--- src/hw/rtl/sico_pkg.sv ---
// Package for the solution index canonical order block.
// Holds shared widths, the microcode control word and flag types, and the
// microprogram ROM. No dependencies.
package sico_pkg;

  localparam int unsigned LOG_SET_SIZE_DEF = 9;
  localparam int unsigned INDEX_BITS_DEF   = 21;
  localparam int unsigned VALUE_W          = 21;
  localparam int unsigned SWAP_W           = 9;
  localparam int unsigned STEP_W           = 4;

  typedef logic [STEP_W-1:0] step_t;

  typedef enum logic [2:0] {
    CondNext,
    CondAlways,
    CondNoSwap,
    CondKMore,
    CondBaseMore,
    CondLvlMore
  } cond_e;

  typedef struct packed {
    logic  init;
    logic  rd_head;
    logic  cmp;
    logic  rd_elem;
    logic  wr_a;
    logic  wr_b;
    logic  inc_k;
    logic  adv_base;
    logic  adv_lvl;
    logic  done;
    cond_e cond;
    step_t target;
  } ctrl_t;

  typedef struct packed {
    logic no_swap;
    logic k_more;
    logic base_more;
    logic lvl_more;
  } flags_t;

  localparam step_t StInit = 4'd0;
  localparam step_t StHead = 4'd1;
  localparam step_t StCmp  = 4'd2;
  localparam step_t StElem = 4'd3;
  localparam step_t StWrA  = 4'd4;
  localparam step_t StWrB  = 4'd5;
  localparam step_t StPair = 4'd6;
  localparam step_t StLvl  = 4'd7;
  localparam step_t StDone = 4'd8;

  // A step jumps to its target when its condition holds and falls through
  // to the next step otherwise.
  function automatic ctrl_t ucode_rom(step_t step);
    ctrl_t w;
    w        = '0;
    w.cond   = CondNext;
    w.target = StInit;
    case (step)
      StInit: w.init = 1'b1;
      StHead: w.rd_head = 1'b1;
      StCmp: begin
        w.cmp    = 1'b1;
        w.cond   = CondNoSwap;
        w.target = StPair;
      end
      StElem: w.rd_elem = 1'b1;
      StWrA:  w.wr_a = 1'b1;
      StWrB: begin
        w.wr_b   = 1'b1;
        w.inc_k  = 1'b1;
        w.cond   = CondKMore;
        w.target = StElem;
      end
      StPair: begin
        w.adv_base = 1'b1;
        w.cond     = CondBaseMore;
        w.target   = StHead;
      end
      StLvl: begin
        w.adv_lvl = 1'b1;
        w.cond    = CondLvlMore;
        w.target  = StHead;
      end
      StDone: w.done = 1'b1;
      default: w.done = 1'b1;
    endcase
    return w;
  endfunction

endpackage

--- src/hw/rtl/sico_seq.sv ---
// Microcode sequencer: step counter, ROM lookup and conditional jumps.
// Depends on sico_pkg.
module sico_seq import sico_pkg::*; (
  input  logic   clk_i,
  input  logic   rst_ni,
  input  logic   start_i,
  input  flags_t flags_i,
  output logic   busy_o,
  output ctrl_t  ctrl_o
);

  step_t step_q;
  logic  busy_q;
  logic  jump;

  assign ctrl_o = busy_q ? ucode_rom(step_q) : '0;
  assign busy_o = busy_q;

  always_comb begin
    case (ctrl_o.cond)
      CondAlways:   jump = 1'b1;
      CondNoSwap:   jump = flags_i.no_swap;
      CondKMore:    jump = flags_i.k_more;
      CondBaseMore: jump = flags_i.base_more;
      CondLvlMore:  jump = flags_i.lvl_more;
      default:      jump = 1'b0;
    endcase
  end

  always_ff @(posedge clk_i or negedge rst_ni) begin
    if (!rst_ni) begin
      step_q <= StInit;
      busy_q <= 1'b0;
    end else if (start_i) begin
      step_q <= StInit;
      busy_q <= 1'b1;
    end else if (busy_q) begin
      if (ctrl_o.done) begin
        busy_q <= 1'b0;
      end
      step_q <= jump ? ctrl_o.target : step_q + step_t'(1);
    end
  end

endmodule

--- config.mk ---
export PLATFORM = sky130hd
export DESIGN_NAME = sico_seq
export DESIGN_NICKNAME = d
export VERILOG_FILES = /design/src/hw/rtl/sico_pkg.sv /design/src/hw/rtl/sico_seq.sv
export SDC_FILE = /design/constraint.sdc
export NUM_CORES = 1
export LEC_CHECK = 0
export BUFFER_PORTS_ARGS = -buffer_cell sky130_fd_sc_hd__buf_2
export CORE_MARGIN = 5
export CORE_UTILIZATION = 40
export DETAILED_ROUTE_END_ITERATION = 8
export GPL_TIMING_DRIVEN = 0
export PLACE_DENSITY = 0.73
export REMOVE_ABC_BUFFERS = 1
export SYNTH_ARGS = -nofsm -noshare
export SYNTH_HDL_FRONTEND = slang
export SYNTH_SLANG_ARGS = --single-unit
--- constraint.sdc ---
create_clock -name clk_i -period 1.61 [get_ports clk_i]
set_input_delay 0.322 -clock clk_i [delete_from_list [all_inputs] [get_ports clk_i]]
set_output_delay 0.322 -clock clk_i [all_outputs]
set_load 0.01 [all_outputs]
==> reports/metrics.yaml <==
grt.total_usage_pct: 14.9
r2r_cells: 7
post-route-period-util_pct: 113
p_per_area_nw_per_um2: 1870
grt_max_degree: 10
worstPathMaxFanout: 7
clockBufferDepth: 2
cap_violations: 0
post-route-min-period_ps: 1810
synth_area_sq_um: 543
die_height_microns: 46.8
gr-usage-met2_pct: 26.3
routed_wl_mm: 1.49
fin_skew_ps: 0.186
yosysTopAreaCell: "dfrtp_1"
ff2ff_setup_slack_ps: -190
slew_viol_final: 0
insertion_delay_ps: 240
start_util_pct: 42.3
grt_util_met3_pct: 3.07
yosysSeqAreaShare_pct: 23.0
grt_pass1_wl_mm: 2.32
use_met1_pct: 15.9
grt-ovfl-total: 0
holdPathStages: 2
hp-class: "input port to flop"
fmax_mhz: 551
port_buffers: 23
dp_slack_ps: -357
routed_via_density: 5.23
fin_total_pwr_mw: 1.64
final.fill_count: 100
wl_per_cell_microns: 13.1
cts.sinks: 5
dp_hpwl_microns: 969
vdd_drop_max_mv: 0.983
drt_iter0_drc: 3
end_kind: "output port"
syn_avg_cell_area_sq_um: 8.10
synthTopCellsByArea: "dfrtp_1 (23%), and2_1 (10%), ha_1 (9.2%)"
die_w_microns: 46.8
rsz0062_at_grt: "yes"
drc_errors: 0
layout_setup_ws_ps: -205
crit_type: "flop to output port"
area_growth_syn_to_layout_pct: 61.5
hold_violations: 0
cp-start-kind: "flop"
antenna_left: 0
ys_types: 31
antenna_cells: 0
gr-max-usage-layer: "met2"
core_sq_um: 1280
cp.required_ps: 1290
dieArea_sq_um: 2190
cts_made_buffers: 3
postPlaceCellArea_sq_um: 638
final_nets: 111
root_buffer: "clkbuf_4"
drt_pass1_iterations: 2
grt_pass1_vias: 570
vias: 596
syn_inst: 67
setup_violations: 13
synth-seq-cells: 5
cp.arrival_ps: 1490
violations: "setup timing"
synth.top_cell.area_share_pct: 23.0
rows: 13
antenna_found_initial: 0
finalInstanceArea_sq_um: 877
synth-warning-count: 0
num_io_pins: 25
gp_congestion: 0.755
fin_setup_tns_ps: -1500
hold_ws_ps: 317
outcome: "finished, violations left"
leakage_nw: 0.406
htree_levels: 1
layout-drive-gt1-share_pct: 60.6
clk_pin_slew_ps: 40
cts_tree: "yes"
[cell type report]
cell class | instances | area [sq um] | area share (%)
inverter | 5 | 18.8 | 2.14
tap | 15 | 18.8 | 2.14
sequential | 5 | 130 | 14.8
multi-input combinational | 52 | 472 | 53.8
clock buffer | 4 | 26.3 | 3.00
timing repair buffer | 33 | 211 | 24.1
[synthesized netlist by cell type]
| cell type | number |
|---|---|
| a211o_1 | 1 |
| and3_1 | 1 |
| or2_1 | 1 |
| a311oi_1 | 1 |
| nand4_1 | 2 |
| buf_6 | 1 |
| ha_1 | 4 |
| inv_1 | 5 |
| o21bai_1 | 1 |
| nand3_1 | 1 |
| nor2_1 | 12 |
| a21oi_1 | 1 |
| nor3_1 | 1 |
| a2bb2oi_1 | 1 |
| o21a_1 | 1 |
| o32ai_1 | 1 |
| buf_2 | 1 |
| nor4_1 | 1 |
| nand2_1 | 3 |
| buf_4 | 3 |
| and2_1 | 9 |
| a221oi_2 | 1 |
| nand3b_1 | 1 |
| a21o_1 | 1 |
| a32oi_4 | 1 |
| mux2_2 | 1 |
| a31oi_1 | 1 |
| conb_1 | 1 |
| dfrtp_1 | 5 |
| mux2i_1 | 1 |
| nand2b_1 | 2 |
[registers in the layout, summed over array words and instances, names as in the netlist]
register	flops
busy_o	1
step_q	4
[logic make-up (layout without fill, tap and decap cells)]
group,after synthesis,after routing,share of synthesized area (%)
other,1,1,0.691
AND/OR/NAND/NOR,34,34,32.0
multiplexers,2,2,3.92
AO/OA/AOI/OAI,11,11,20.5
flip-flops,5,5,23.0
adder cells (fa/ha/maj),4,4,9.22
buffers and inverters,10,42,10.6
[critical path: stages, from the launching register on]
cell     delay, ps
dfrtp_2        450
inv_2          100
ha_4           200
mux2i_1        120
nor2_2         200
buf_2          180
[layout by cell type (no fill, tap or decap), types with 2 or more instances in the layout]
cell type / count
ha_4: 3
nor2_4: 2
and2_4: 2
buf_6: 3
buf_2: 20
nand2b_4: 2
inv_1: 2
inv_2: 3
buf_4: 9
clkbuf_4: 3
nor2_1: 8
nand2_1: 3
dfrtp_2: 4
and2_1: 7
nor2_2: 2
nand4_1: 2
[repair_timing]
| action | 4_1_cts | 5_1_grt |
|---|---|---|
| hold buffers | 1 | 0 |
| pin swaps | 8 | 7 |
| setup endpoints to repair | 20 | 19 |
| hold endpoints to repair | 5 | 0 |
| setup buffers | 6 | 3 |
| resized for setup | 23 | 9 |
[power by group]
| part | leakage, nW | internal [mW] | switching [mW] |
|---|---|---|---|
| Sequential | 0.0584 | 0.181 | 0.0969 |
| Clock | 0.0150 | 0.0933 | 0.0449 |
| Combinational | 0.332 | 0.600 | 0.626 |
[path summary, 6_finish.rpt]
kind / from / endpoint
min in group asynchronous: rst_ni / step_q[2]
worst max-delay path: step_q[1] / ctrl_o[1]
worst max register to register: step_q[1] / step_q[0]
worst min register to register: step_q[3] / step_q[3]
worst min-delay path: start_i / step_q[3]
max in group asynchronous: rst_ni / busy_o
[metrics by stage]
stage	util (%)	instances
after floorplan	-	62
after global placement	49.7	100
after detailed placement	49.7	100
after CTS	63.6	111
after global routing	68.3	114
final	68.3	114
[metal layers]
layer | vias to the layer above | share of wire (%)
met3 | 2 | 8.9
met4 | 0 | 0.94
met5 | - | 0
met2 | 24 | 53
li1 | 291 | -
met1 | 279 | 37
Power figures use the tool's default switching activity.
